<file path="config.mk">
export PLATFORM = sky130hd
export DESIGN_NAME = node_lock_table_with_wait_queues
export DESIGN_NICKNAME = d
export VERILOG_FILES = /design/src/rtl/nlt_pkg.sv /design/src/rtl/node_lock_table_with_wait_queues.sv /design/src/rtl/nlt_ram.sv /design/src/rtl/nlt_dp.sv /design/src/rtl/nlt_ctrl.sv
export SDC_FILE = /design/constraint.sdc
export NUM_CORES = 2
export LEC_CHECK = 0
export BUFFER_PORTS_ARGS = -buffer_cell sky130_fd_sc_hd__buf_4
export CELL_PAD_IN_SITES_DETAIL_PLACEMENT = 1
export CELL_PAD_IN_SITES_GLOBAL_PLACEMENT = 1
export CORE_UTILIZATION = 63
export CTS_BUF_LIST = sky130_fd_sc_hd__clkbuf_4 sky130_fd_sc_hd__clkbuf_8
export DETAILED_ROUTE_END_ITERATION = 7
export PLACE_DENSITY_LB_ADDON = 0.08
export SKIP_CTS_REPAIR_TIMING = 1
export SLEW_MARGIN = 20
export SYNTH_ARGS = -nofsm -noshare
export SYNTH_HDL_FRONTEND = slang
export SYNTH_HIERARCHICAL = 1
export SYNTH_SLANG_ARGS = --single-unit
</file>
<file path="constraint.sdc">
create_clock -name clk -period 21.4 [get_ports clk]
set_clock_uncertainty 0.15 [all_clocks]
set_input_delay 6.42 -clock clk [delete_from_list [all_inputs] [get_ports clk]]
set_output_delay 6.42 -clock clk [all_outputs]
set_load 0.01 [all_outputs]
</file>
<file path="src/rtl/nlt_pkg.sv">
package nlt_pkg;

    // table geometry
    localparam int NODE_SLOTS   = 16;
    localparam int HOLDER_DEPTH = 8;
    localparam int WAIT_DEPTH   = 8;
    localparam int MODE_COUNT   = 4;

    // derived widths
    localparam int SLOT_W  = (NODE_SLOTS > 1) ? $clog2(NODE_SLOTS) : 1;
    localparam int HIDX_W  = (HOLDER_DEPTH > 1) ? $clog2(HOLDER_DEPTH) : 1;
    localparam int WIDX_W  = (WAIT_DEPTH > 1) ? $clog2(WAIT_DEPTH) : 1;
    localparam int CNT_W   = $clog2(WAIT_DEPTH + 1);
    localparam int SUM_W   = CNT_W + 1;
    localparam int HENT    = NODE_SLOTS * HOLDER_DEPTH;
    localparam int WENT    = NODE_SLOTS * WAIT_DEPTH;
    localparam int HAW     = (HENT > 1) ? $clog2(HENT) : 1;
    localparam int WAW     = (WENT > 1) ? $clog2(WENT) : 1;
    localparam int ENTRY_W = 10;

    localparam logic [15:0] CFG_RESET = 16'd50;

    localparam logic OP_LOCK   = 1'b0;
    localparam logic OP_UNLOCK = 1'b1;

    typedef enum logic [2:0] {
        KIND_GRANT    = 3'd0,
        KIND_QUEUED   = 3'd1,
        KIND_WOKEN    = 3'd2,
        KIND_UNLOCKED = 3'd3,
        KIND_ERROR    = 3'd4
    } kind_t;

    typedef struct packed {
        logic  latch;
        logic  lookup;
        logic  alloc;
        logic  scan_start;
        logic  enqueue;
        logic  grant;
        logic  release_h;
        logic  wake_read;
        logic  wake_take;
        logic  queue_update;
        logic  slot_check;
        logic  emit_direct;
        kind_t direct_kind;
        logic  pend_unlock;
        logic  flush_last;
    } cmd_t;

    typedef struct packed {
        logic mode_bad;
        logic slot_hit;
        logic slot_avail;
        logic is_unlock;
        logic scan_done;
        logic found;
        logic clash_req;
        logic count_zero;
        logic wait_full;
        logic holder_avail;
        logic wake_more;
        logic wake_ok;
        logic out_free;
    } status_t;

endpackage

</file>
<file path="src/rtl/node_lock_table_with_wait_queues.sv">
// lock request: result loaded after lookup, a holder scan of HOLDER_DEPTH reads from the
//   registered read port, decide and output register; bad mode or no slot skip the scan
// unlock: earlier results go out as each waiter is woken; the last is loaded after the
//   queue update, once the wake loop meets no waiter left or a waiter that stays queued
// one request at a time; next beat taken the cycle after the last result is loaded;
//   a stalled output holds the controller until taken
// reset (async, active low): all slots free, holders invalid, queues empty,
//   conflict matrix shared/exclusive; no clearing pass
module node_lock_table_with_wait_queues (
    input  logic        clk,
    input  logic        rst_n,
    input  logic        s_axis_tvalid,
    output logic        s_axis_tready,
    input  logic [31:0] s_axis_tdata,   // node_id[15:0], txn_id[23:16], lock_mode[25:24]
    input  logic        s_axis_tuser,   // op: 0 lock, 1 unlock
    output logic        m_axis_tvalid,
    input  logic        m_axis_tready,
    output logic [23:0] m_axis_tdata,   // out_txn[7:0], out_node[23:8]
    output logic [2:0]  m_axis_tuser,   // kind
    output logic        m_axis_tlast,
    input  logic        cfg_valid,
    output logic        cfg_ready,
    input  logic [15:0] cfg_data
);

    import nlt_pkg::*;

    cmd_t        cmd;
    status_t     status;
    logic [7:0]  out_txn;
    logic [15:0] out_node;

    assign cfg_ready = 1'b1;

    nlt_ctrl u_ctrl (
        .clk      (clk),
        .rst_n    (rst_n),
        .in_valid (s_axis_tvalid),
        .in_ready (s_axis_tready),
        .status   (status),
        .cmd      (cmd)
    );

    nlt_dp u_dp (
        .clk       (clk),
        .rst_n     (rst_n),
        .in_mode   (s_axis_tuser),
        .in_node   (s_axis_tdata[15:0]),
        .in_txn    (s_axis_tdata[23:16]),
        .in_lm     (s_axis_tdata[25:24]),
        .cfg_we    (cfg_valid && cfg_ready),
        .cfg_wdata (cfg_data),
        .cmd       (cmd),
        .status    (status),
        .out_ready (m_axis_tready),
        .out_valid (m_axis_tvalid),
        .out_kind  (m_axis_tuser),
        .out_txn   (out_txn),
        .out_node  (out_node),
        .out_last  (m_axis_tlast)
    );

    assign m_axis_tdata = {out_node, out_txn};

    // checks on controller decisions
    a_grant_free: assert property (@(posedge clk) disable iff (!rst_n)
        cmd.grant |-> status.holder_avail)
        else $error("grant without a free holder entry");

    a_enqueue_room: assert property (@(posedge clk) disable iff (!rst_n)
        cmd.enqueue |-> !status.wait_full)
        else $error("enqueue into a full wait queue");

    a_wake_out_free: assert property (@(posedge clk) disable iff (!rst_n)
        cmd.wake_take |-> status.out_free)
        else $error("wake-up overwrites a waiting result");

    a_one_at_a_time: assert property (@(posedge clk) disable iff (!rst_n)
        (s_axis_tvalid && s_axis_tready) |=> !s_axis_tready)
        else $error("second beat taken while a request is in work");

endmodule

</file>
<file path="src/rtl/nlt_ram.sv">
module nlt_ram #(
    parameter int WIDTH = 8,
    parameter int DEPTH = 16,
    localparam int AW = (DEPTH > 1) ? $clog2(DEPTH) : 1
) (
    input  logic             clk,
    input  logic             we,
    input  logic [AW-1:0]    waddr,
    input  logic [WIDTH-1:0] wdata,
    input  logic             re,
    input  logic [AW-1:0]    raddr,
    output logic [WIDTH-1:0] rdata
);

    logic [WIDTH-1:0] mem_reg [DEPTH];
    logic [WIDTH-1:0] rdata_reg;

    // one write port, one registered read port
    always_ff @(posedge clk)
    begin
        if (we)
        begin
            mem_reg[waddr] <= wdata;
        end
        if (re)
        begin
            rdata_reg <= mem_reg[raddr];
        end
    end

    assign rdata = rdata_reg;

endmodule

</file>
<file path="src/rtl/nlt_dp.sv">
module nlt_dp (
    input  logic                clk,
    input  logic                rst_n,
    input  logic                in_mode,
    input  logic [15:0]         in_node,
    input  logic [7:0]          in_txn,
    input  logic [1:0]          in_lm,
    input  logic                cfg_we,
    input  logic [15:0]         cfg_wdata,
    input  nlt_pkg::cmd_t       cmd,
    output nlt_pkg::status_t    status,
    input  logic                out_ready,
    output logic                out_valid,
    output logic [2:0]          out_kind,
    output logic [7:0]          out_txn,
    output logic [15:0]         out_node,
    output logic                out_last
);

    import nlt_pkg::*;

    function automatic logic [HAW-1:0] h_addr(logic [SLOT_W-1:0] s, logic [HIDX_W-1:0] e);
        return HAW'(s) * HAW'(HOLDER_DEPTH) + HAW'(e);
    endfunction

    function automatic logic [WAW-1:0] w_addr(logic [SLOT_W-1:0] s, logic [WIDX_W-1:0] e);
        return WAW'(s) * WAW'(WAIT_DEPTH) + WAW'(e);
    endfunction

    // circular queue position, offset stays at or below the depth
    function automatic logic [WIDX_W-1:0] wq_index(logic [WIDX_W-1:0] head,
                                                   logic [CNT_W-1:0] off);
        logic [SUM_W-1:0] sum;
        sum = SUM_W'(head) + SUM_W'(off);
        if (sum >= SUM_W'(WAIT_DEPTH))
        begin
            sum = sum - SUM_W'(WAIT_DEPTH);
        end
        return WIDX_W'(sum);
    endfunction

    function automatic logic [MODE_COUNT-1:0] mode_bit(logic [1:0] m);
        logic [MODE_COUNT-1:0] r;
        r = '0;
        for (int i = 0; i < MODE_COUNT; i++)
        begin
            if (m == 2'(i))
            begin
                r[i] = 1'b1;
            end
        end
        return r;
    endfunction

    function automatic logic clash(logic [MODE_COUNT-1:0] mask, logic [1:0] req,
                                   logic [15:0] matrix);
        logic r;
        r = 1'b0;
        for (int i = 0; i < MODE_COUNT; i++)
        begin
            if (mask[i] && matrix[{2'(i), req}])
            begin
                r = 1'b1;
            end
        end
        return r;
    endfunction

    logic [15:0]              cfg_reg;
    logic                     req_op_reg;
    logic [15:0]              req_node_reg;
    logic [7:0]               req_txn_reg;
    logic [1:0]               req_lm_reg;
    logic [SLOT_W-1:0]        slot_reg;

    logic                     slot_valid_reg [NODE_SLOTS];
    logic [15:0]              slot_node_reg  [NODE_SLOTS];
    logic [CNT_W-1:0]         wcount_reg     [NODE_SLOTS];
    logic [WIDX_W-1:0]        whead_reg      [NODE_SLOTS];
    logic [HOLDER_DEPTH-1:0]  hvalid_reg     [NODE_SLOTS];

    logic                     scanning_reg;
    logic [HIDX_W-1:0]        rd_idx_reg;
    logic                     ev_valid_reg;
    logic [HIDX_W-1:0]        ev_idx_reg;
    logic [MODE_COUNT-1:0]    mask_reg;
    logic                     found_reg;
    logic [HIDX_W-1:0]        hidx_reg;
    logic [CNT_W-1:0]         wake_i_reg;

    logic                     out_valid_reg;
    kind_t                    out_kind_reg;
    logic [7:0]               out_txn_reg;
    logic [15:0]              out_node_reg;
    logic                     out_last_reg;
    kind_t                    pend_kind_reg;
    logic [7:0]               pend_txn_reg;

    logic                     hit;
    logic [SLOT_W-1:0]        hit_idx;
    logic                     avail;
    logic [SLOT_W-1:0]        free_idx;
    logic [HOLDER_DEPTH-1:0]  slot_hv;
    logic                     free_h_avail;
    logic [HIDX_W-1:0]        free_h;
    logic [CNT_W-1:0]         cur_count;
    logic [WIDX_W-1:0]        cur_head;
    logic                     ev_hv;
    logic [ENTRY_W-1:0]       h_rdata;
    logic [ENTRY_W-1:0]       w_rdata;
    logic                     h_we;
    logic [HAW-1:0]           h_waddr;
    logic [ENTRY_W-1:0]       h_wdata;
    logic                     out_free;

    // node lookup, lowest matching and lowest free slot
    always_comb
    begin
        hit      = 1'b0;
        hit_idx  = '0;
        avail    = 1'b0;
        free_idx = '0;
        for (int s = NODE_SLOTS - 1; s >= 0; s--)
        begin
            if (slot_valid_reg[s] && slot_node_reg[s] == req_node_reg)
            begin
                hit     = 1'b1;
                hit_idx = SLOT_W'(s);
            end
            if (!slot_valid_reg[s])
            begin
                avail    = 1'b1;
                free_idx = SLOT_W'(s);
            end
        end
    end

    // current slot view and lowest free holder
    assign slot_hv = hvalid_reg[slot_reg];

    always_comb
    begin
        free_h_avail = 1'b0;
        free_h       = '0;
        for (int e = HOLDER_DEPTH - 1; e >= 0; e--)
        begin
            if (!slot_hv[e])
            begin
                free_h_avail = 1'b1;
                free_h       = HIDX_W'(e);
            end
        end
    end

    assign cur_count = wcount_reg[slot_reg];
    assign cur_head  = whead_reg[slot_reg];
    assign ev_hv     = slot_hv[ev_idx_reg];
    assign out_free  = !out_valid_reg || out_ready;

    // holder entry store: txn and mode
    assign h_we    = cmd.grant || cmd.wake_take;
    assign h_waddr = h_addr(slot_reg, free_h);
    assign h_wdata = cmd.wake_take ? w_rdata : {req_txn_reg, req_lm_reg};

    nlt_ram #(.WIDTH(ENTRY_W), .DEPTH(HENT)) u_holder_ram (
        .clk   (clk),
        .we    (h_we),
        .waddr (h_waddr),
        .wdata (h_wdata),
        .re    (scanning_reg),
        .raddr (h_addr(slot_reg, rd_idx_reg)),
        .rdata (h_rdata)
    );

    // waiter fifo store
    nlt_ram #(.WIDTH(ENTRY_W), .DEPTH(WENT)) u_waiter_ram (
        .clk   (clk),
        .we    (cmd.enqueue),
        .waddr (w_addr(slot_reg, wq_index(cur_head, cur_count))),
        .wdata ({req_txn_reg, req_lm_reg}),
        .re    (cmd.wake_read),
        .raddr (w_addr(slot_reg, wq_index(cur_head, wake_i_reg))),
        .rdata (w_rdata)
    );

    // status to controller
    always_comb
    begin
        status.mode_bad     = {1'b0, req_lm_reg} >= 3'(MODE_COUNT);
        status.slot_hit     = hit;
        status.slot_avail   = avail;
        status.is_unlock    = (req_op_reg == OP_UNLOCK);
        status.scan_done    = ev_valid_reg && (ev_idx_reg == HIDX_W'(HOLDER_DEPTH - 1));
        status.found        = found_reg;
        status.clash_req    = clash(mask_reg, req_lm_reg, cfg_reg);
        status.count_zero   = (cur_count == '0);
        status.wait_full    = (cur_count >= CNT_W'(WAIT_DEPTH));
        status.holder_avail = free_h_avail;
        status.wake_more    = (wake_i_reg < cur_count);
        status.wake_ok      = !clash(mask_reg, w_rdata[1:0], cfg_reg) && free_h_avail;
        status.out_free     = out_free;
    end

    // config register and request capture
    always_ff @(posedge clk or negedge rst_n)
    begin
        if (!rst_n)
        begin
            cfg_reg <= CFG_RESET;
        end
        else if (cfg_we)
        begin
            cfg_reg <= cfg_wdata;
        end
    end

    always_ff @(posedge clk)
    begin
        if (cmd.latch)
        begin
            req_op_reg   <= in_mode;
            req_node_reg <= in_node;
            req_txn_reg  <= in_txn;
            req_lm_reg   <= in_lm;
        end
        if (cmd.lookup)
        begin
            slot_reg <= hit ? hit_idx : free_idx;
        end
        if (cmd.alloc)
        begin
            slot_node_reg[free_idx] <= req_node_reg;
        end
    end

    // slot table, fifo counters and holder valid bits
    always_ff @(posedge clk or negedge rst_n)
    begin
        if (!rst_n)
        begin
            for (int s = 0; s < NODE_SLOTS; s++)
            begin
                slot_valid_reg[s] <= 1'b0;
                wcount_reg[s]     <= '0;
                whead_reg[s]      <= '0;
                hvalid_reg[s]     <= '0;
            end
        end
        else
        begin
            if (cmd.alloc)
            begin
                slot_valid_reg[free_idx] <= 1'b1;
                wcount_reg[free_idx]     <= '0;
                whead_reg[free_idx]      <= '0;
                hvalid_reg[free_idx]     <= '0;
            end
            if (cmd.grant || cmd.wake_take)
            begin
                hvalid_reg[slot_reg][free_h] <= 1'b1;
            end
            if (cmd.release_h)
            begin
                hvalid_reg[slot_reg][hidx_reg] <= 1'b0;
            end
            if (cmd.enqueue)
            begin
                wcount_reg[slot_reg] <= cur_count + CNT_W'(1);
            end
            if (cmd.queue_update)
            begin
                wcount_reg[slot_reg] <= cur_count - wake_i_reg;
                whead_reg[slot_reg]  <= wq_index(cur_head, wake_i_reg);
            end
            if (cmd.slot_check && cur_count == '0 && slot_hv == '0)
            begin
                slot_valid_reg[slot_reg] <= 1'b0;
            end
        end
    end

    // holder scan: one read issued per cycle, evaluated in the cycle after it is issued
    always_ff @(posedge clk or negedge rst_n)
    begin
        if (!rst_n)
        begin
            scanning_reg <= 1'b0;
            ev_valid_reg <= 1'b0;
        end
        else if (cmd.scan_start)
        begin
            scanning_reg <= 1'b1;
            ev_valid_reg <= 1'b0;
        end
        else
        begin
            ev_valid_reg <= scanning_reg;
            if (scanning_reg && rd_idx_reg == HIDX_W'(HOLDER_DEPTH - 1))
            begin
                scanning_reg <= 1'b0;
            end
        end
    end

    always_ff @(posedge clk)
    begin
        if (cmd.scan_start)
        begin
            rd_idx_reg <= '0;
            mask_reg   <= '0;
            found_reg  <= 1'b0;
            wake_i_reg <= '0;
        end
        else
        begin
            ev_idx_reg <= rd_idx_reg;
            if (scanning_reg)
            begin
                rd_idx_reg <= rd_idx_reg + HIDX_W'(1);
            end
            if (ev_valid_reg && ev_hv)
            begin
                if (req_op_reg == OP_UNLOCK && !found_reg && h_rdata[9:2] == req_txn_reg)
                begin
                    found_reg <= 1'b1;
                    hidx_reg  <= ev_idx_reg;
                end
                else
                begin
                    mask_reg <= mask_reg | mode_bit(h_rdata[1:0]);
                end
            end
            if (cmd.wake_take)
            begin
                mask_reg   <= mask_reg | mode_bit(w_rdata[1:0]);
                wake_i_reg <= wake_i_reg + CNT_W'(1);
            end
        end
    end

    // output register and pending result
    always_ff @(posedge clk or negedge rst_n)
    begin
        if (!rst_n)
        begin
            out_valid_reg <= 1'b0;
        end
        else if (cmd.emit_direct || cmd.wake_take || cmd.flush_last)
        begin
            out_valid_reg <= 1'b1;
        end
        else if (out_ready)
        begin
            out_valid_reg <= 1'b0;
        end
    end

    always_ff @(posedge clk)
    begin
        if (cmd.emit_direct)
        begin
            out_kind_reg <= cmd.direct_kind;
            out_txn_reg  <= req_txn_reg;
            out_node_reg <= req_node_reg;
            out_last_reg <= 1'b1;
        end
        else if (cmd.wake_take || cmd.flush_last)
        begin
            out_kind_reg <= pend_kind_reg;
            out_txn_reg  <= pend_txn_reg;
            out_node_reg <= req_node_reg;
            out_last_reg <= cmd.flush_last;
        end
        if (cmd.pend_unlock)
        begin
            pend_kind_reg <= KIND_UNLOCKED;
            pend_txn_reg  <= req_txn_reg;
        end
        else if (cmd.wake_take)
        begin
            pend_kind_reg <= KIND_WOKEN;
            pend_txn_reg  <= w_rdata[9:2];
        end
    end

    assign out_valid = out_valid_reg;
    assign out_kind  = out_kind_reg;
    assign out_txn   = out_txn_reg;
    assign out_node  = out_node_reg;
    assign out_last  = out_last_reg;

endmodule

</file>
<file path="src/rtl/nlt_ctrl.sv">
module nlt_ctrl (
    input  logic              clk,
    input  logic              rst_n,
    input  logic              in_valid,
    output logic              in_ready,
    input  nlt_pkg::status_t  status,
    output nlt_pkg::cmd_t     cmd
);

    import nlt_pkg::*;

    typedef enum logic [3:0] {
        ST_IDLE,
        ST_LOOK,
        ST_SCAN,
        ST_DECIDE,
        ST_RESULT,
        ST_WREQ,
        ST_WEVAL,
        ST_WFIN,
        ST_FLUSH
    } state_t;

    state_t state_reg, state_next;
    kind_t  res_kind_reg, res_kind_next;

    // state and result kind
    always_ff @(posedge clk or negedge rst_n)
    begin
        if (!rst_n)
        begin
            state_reg    <= ST_IDLE;
            res_kind_reg <= KIND_GRANT;
        end
        else
        begin
            state_reg    <= state_next;
            res_kind_reg <= res_kind_next;
        end
    end

    // sequencing
    always_comb
    begin
        cmd             = '0;
        cmd.direct_kind = res_kind_reg;
        state_next      = state_reg;
        res_kind_next   = res_kind_reg;
        in_ready        = 1'b0;
        case (state_reg)
            ST_IDLE:
            begin
                in_ready = 1'b1;
                if (in_valid)
                begin
                    cmd.latch  = 1'b1;
                    state_next = ST_LOOK;
                end
            end
            ST_LOOK:
            begin
                if (!status.is_unlock && status.mode_bad)
                begin
                    res_kind_next = KIND_ERROR;
                    state_next    = ST_RESULT;
                end
                else if (status.slot_hit)
                begin
                    cmd.lookup     = 1'b1;
                    cmd.scan_start = 1'b1;
                    state_next     = ST_SCAN;
                end
                else if (!status.is_unlock && status.slot_avail)
                begin
                    cmd.lookup     = 1'b1;
                    cmd.alloc      = 1'b1;
                    cmd.scan_start = 1'b1;
                    state_next     = ST_SCAN;
                end
                else
                begin
                    res_kind_next = KIND_ERROR;
                    state_next    = ST_RESULT;
                end
            end
            ST_SCAN:
            begin
                if (status.scan_done)
                begin
                    state_next = ST_DECIDE;
                end
            end
            ST_DECIDE:
            begin
                if (status.is_unlock)
                begin
                    if (status.found)
                    begin
                        cmd.release_h   = 1'b1;
                        cmd.pend_unlock = 1'b1;
                        state_next      = ST_WREQ;
                    end
                    else
                    begin
                        res_kind_next = KIND_ERROR;
                        state_next    = ST_RESULT;
                    end
                end
                else if (!status.count_zero || status.clash_req)
                begin
                    if (status.wait_full)
                    begin
                        res_kind_next = KIND_ERROR;
                    end
                    else
                    begin
                        cmd.enqueue   = 1'b1;
                        res_kind_next = KIND_QUEUED;
                    end
                    state_next = ST_RESULT;
                end
                else
                begin
                    if (status.holder_avail)
                    begin
                        cmd.grant     = 1'b1;
                        res_kind_next = KIND_GRANT;
                    end
                    else
                    begin
                        res_kind_next = KIND_ERROR;
                    end
                    state_next = ST_RESULT;
                end
            end
            ST_RESULT:
            begin
                if (status.out_free)
                begin
                    cmd.emit_direct = 1'b1;
                    state_next      = ST_IDLE;
                end
            end
            ST_WREQ:
            begin
                if (status.wake_more)
                begin
                    cmd.wake_read = 1'b1;
                    state_next    = ST_WEVAL;
                end
                else
                begin
                    state_next = ST_WFIN;
                end
            end
            ST_WEVAL:
            begin
                if (!status.wake_ok)
                begin
                    state_next = ST_WFIN;
                end
                else if (status.out_free)
                begin
                    cmd.wake_take = 1'b1;
                    state_next    = ST_WREQ;
                end
            end
            ST_WFIN:
            begin
                cmd.queue_update = 1'b1;
                state_next       = ST_FLUSH;
            end
            ST_FLUSH:
            begin
                if (status.out_free)
                begin
                    cmd.slot_check = 1'b1;
                    cmd.flush_last = 1'b1;
                    state_next     = ST_IDLE;
                end
            end
            default:
            begin
                state_next = ST_IDLE;
            end
        endcase
    end

endmodule
</file>
==> flow_results.org <==
** Logic synthesis
- A synthesized cell averages 19.9 µm².
- Library cell with the largest summed area after synthesis :: edfxtp_1
- Summed instance area of the synthesized netlist :: 129000 µm²
- For this run, the leading register cell type out of synthesis is edfxtp_1.
- Synthesis inferred 3203 register bits.
- Cells taking the most area after synthesis :: edfxtp_1 (67%), mux4_2 (16%), dfrtp_1 (5.4%)
- Count of mapped cells out of synthesis :: 6496
- Number of distinct library cells after synthesis :: 85
- For this run, asynchronously set or reset flops after synthesis account for 0.0877.
- Part of the Yosys area used for sequential elements :: 0.731
- Share of Yosys cell area claimed by the top area cell type :: 0.674
- Synthesis produced a netlist with a net count of 6564.
- Number of enable flip-flop cells after synthesis :: 2908
- Yosys warning total :: 6

** Cells and area
- After routing the design area is 143000 µm².
- The library cells used most frequently in the layout, excluding fill and tap cells, are edfxtp_1 (2908), mux4_2 (925), clkbuf_8 (567).
- At the end of the flow the core is filled with cells to 0.701.
- Share of cells above drive strength 1 :: 0.300
- Number of standard cells in the layout, taps in and fillers out :: 9905
- In the final design database the tool counted 6922 nets.
- Counting the fill cells in the layout gives 16100.
- Leaving out fill and tap cells, the most frequent cell in the layout is edfxtp_1.
- Compared with the post-synthesis result, the final layout area differs by 10.6%.

** Detailed routing
- First-iteration detailed-routing DRC count :: 8365
- Antenna violation net count after detailed routing :: 0
- After detailed routing, the number of vias per cell comes to 6.95.
- Number of vias in the routed layout :: 68800
- Wires add up to 344000 µm.
- Routed length per placed instance :: 34.7 µm
- Number of iterations in the first detailed-routing pass :: 5
- DRC :: 0

** STA
- Total count of hold-check failures in the final report :: 0
- Post-layout min period :: 10.43 ns
- Setup violations remaining at the end of the flow were counted as 0.
- Number of pins exceeding their max-slew limit in the final report :: 0
- Setup repair after global routing left no endpoint under its margin.
- For the pin with the worst max-slew slack, the measured transition is 1.26 ns.
- Summed over all failing endpoints, the final setup total negative slack is 0 ns.
- The worst pin sits at a relative slew slack of 0.155.
- Static timing analysis puts the maximum clock frequency at 0.0959 GHz.
- Dividing the final minimum period by the clock period gives 0.487.

** Critical path
- The critical path starts at m_axis_tready.
- Critical path type :: in2reg
- Endpoint required time on the critical path :: 21.93 ns
- End point of the critical path :: u_dp/u_holder_ram/mem_reg[2][9]
- Crit end category :: flip-flop
- STA classifies the critical path startpoint as an input pin.
- Along the worst path, the maximum fanout reaches 25.
- Register-to-Register Setup Slack :: 12.43 ns
- The startpoint identified for the worst register-to-register timing path is u_dp/slot_reg[0].
- Data arrival, critical path :: 10.96 ns
- Cell count of the worst reg-to-reg path :: 16
- Worst reg2reg endpoint :: u_dp/u_holder_ram/mem_reg[2][9]

** Run
- Max-cap violations in this run came to 0.

** GRT
- GR peak layer :: met2
- Met1 global-route usage :: 0.478
- The number of global-route vias before repair is 72000.
- After global routing the overflow that remains totals 0.
- The initial antenna violation count came to 18.
- Met2 demand-to-capacity share in global routing :: 0.525
- Aggregate global-route resource usage :: 0.335
- Met3 capacity usage during global routing :: 0.0624
- Pin count of the biggest net entering global routing :: 162
- Wire length of the first global-routing pass :: 498000 µm

** Floorplan
- Effective utilization at floorplan :: 0.634
- IO Count :: 85
- Row generation in the floorplan step produced 166 rows.
- Placeable core area :: 204000 µm²
- The die covers 207000 µm².
- Die X :: 455 µm
- The floorplan step set the die height to 455 µm.

** CTS
- In this run the clock root is driven by a clkbuf_8.
- Clock net sink count :: 3203
- Worst skew pair latency :: 1.13 ns
- TritonCTS clock tree :: built
- In this run the deepest clock path goes through 4 buffers.
- TritonCTS created 534 clock buffers.
- The H-tree generated during clock tree synthesis spans 6 levels.
- Clock transition at the registers of the reported paths :: 0.06 ns

** Power and ir drop
- Leakage dissipation :: 46.5 nW
- IR analysis of the VDD net gives a maximum drop of 0.109 mV.
- Dividing total power by cell area gives a power density of 132 nW/µm².

** Place
- The congestion estimate from routability-driven global placement came to 0.844.
- Once placement finished, the instance area stood at 133000 µm².
- Sum of net half-perimeters after detailed placement :: 201000 µm
- Including well taps, the total number of placed cells is 9001.
- Buffers placed on the I/O ports in this run total 77.

** Run status
- Status :: finished, final reports clean

** Hold path
- The min-delay analysis places its worst path in the category reg2reg.
==> cell families (layout without fill, tap and decap cells) <==
| group | after synthesis | count (layout) | synth area share |
|---|---|---|---|
| flops | 3203 | 3203 | 0.731 |
| compound gates | 548 | 548 | 0.0278 |
| simple gates | 975 | 975 | 0.0368 |
| buf+inv | 465 | 1183 | 0.0158 |
| xor+xnor | 276 | 276 | 0.0187 |
| fa+ha+maj | 14 | 14 | 0.00153 |
| other cells | 3 | 6 | 0.0000870 |
| mux | 1012 | 1012 | 0.168 |
==> cells in the mapped netlist, types with 7 or more instances <==
| master | count |
|---|---|
| dfxtp_1 | 14 |
| nor2b_1 | 28 |
| nor3_1 | 47 |
| nor4_1 | 54 |
| nand2_1 | 168 |
| buf_2 | 101 |
| a21oi_1 | 168 |
| xnor2_1 | 117 |
| buf_4 | 21 |
| and3_1 | 18 |
| xor2_1 | 158 |
| and2_1 | 13 |
| edfxtp_1 | 2908 |
| o21ai_0 | 99 |
| nor3b_1 | 8 |
| nor2_1 | 349 |
| mux2_2 | 71 |
| a32oi_1 | 50 |
| inv_1 | 59 |
| a21o_1 | 8 |
| nand2b_1 | 19 |
| clkbuf_1 | 250 |
| nand3_1 | 152 |
| a22oi_1 | 83 |
| a22oi_2 | 9 |
| or4_1 | 13 |
| o41ai_2 | 9 |
| nand4_1 | 43 |
| buf_6 | 8 |
| ha_1 | 11 |
| a31oi_1 | 65 |
| dfrtp_1 | 278 |
| mux2i_1 | 15 |
| and4_1 | 9 |
| mux4_2 | 925 |
| buf_1 | 22 |
| or3_1 | 7 |
==> critical path, stage by stage <==
cell      delay, ns
buf_4          0.15
nand2b_1       0.26
nand3_1        0.16
nor2_4         0.72
nor2_1         0.45
inv_1          0.41
nor2b_1        0.44
nand2_1        0.77
nor2_1         1.13
==> how the worst min path moves through the flow <==
stage,depth (start not counted),endpoint,startpoint
5_1_grt,1,u_dp/pend_kind_reg[0],u_dp/pend_kind_reg[0]
2_1_floorplan,1,u_dp/pend_kind_reg[0],u_dp/pend_kind_reg[0]
3_5_place_dp,1,u_dp/pend_kind_reg[0],u_dp/pend_kind_reg[0]
3_3_place_gp,1,u_dp/pend_kind_reg[0],u_dp/pend_kind_reg[0]
4_1_cts,1,u_dp/pend_kind_reg[0],u_dp/pend_kind_reg[0]
6_report,1,u_dp/pend_kind_reg[0],u_dp/pend_kind_reg[0]
==> layout make-up <==
type | count | area (µm²) | share of cell area
antenna | 3 | 7.51 | 0.0000524
tap | 2688 | 3360 | 0.0235
inverter | 60 | 238 | 0.00166
multi-input combinational | 2828 | 33100 | 0.231
clock buffer | 741 | 9110 | 0.0636
timing repair buffer | 227 | 1870 | 0.0130
sequential | 3203 | 94700 | 0.661
clock inverter | 155 | 876 | 0.00612
==> where the power goes <==
part / switching [W] / internal [W]
combinational: 0.00347 / 0.00265
clock: 0.00244 / 0.00280
sequential: 0.000183 / 0.00730
==> stage by stage <==
stage / hold WS, ns / setup WS (ns) / total power, W
final: 0.317 / 10.97 / 0.0189
after global routing: 0.357 / 10.91 / 0.0194
after CTS: 0.317 / 11.21 / 0.0189
after detailed placement: 0.303 / 10.01 / 0.0136
after global placement: 0.292 / 10.35 / 0.0134
after floorplan: 0.277 / 7.85 / 0.0116
==> per-layer routing <==
metal | wire length, µm | part of all wire
met1 | 133000 | 0.39
met2 | 168000 | 0.49
met3 | 30600 | 0.089
met4 | 12300 | 0.036
met5 | 38 | 0.00011
No activity file was read; power rests on OpenSTA's default activity.
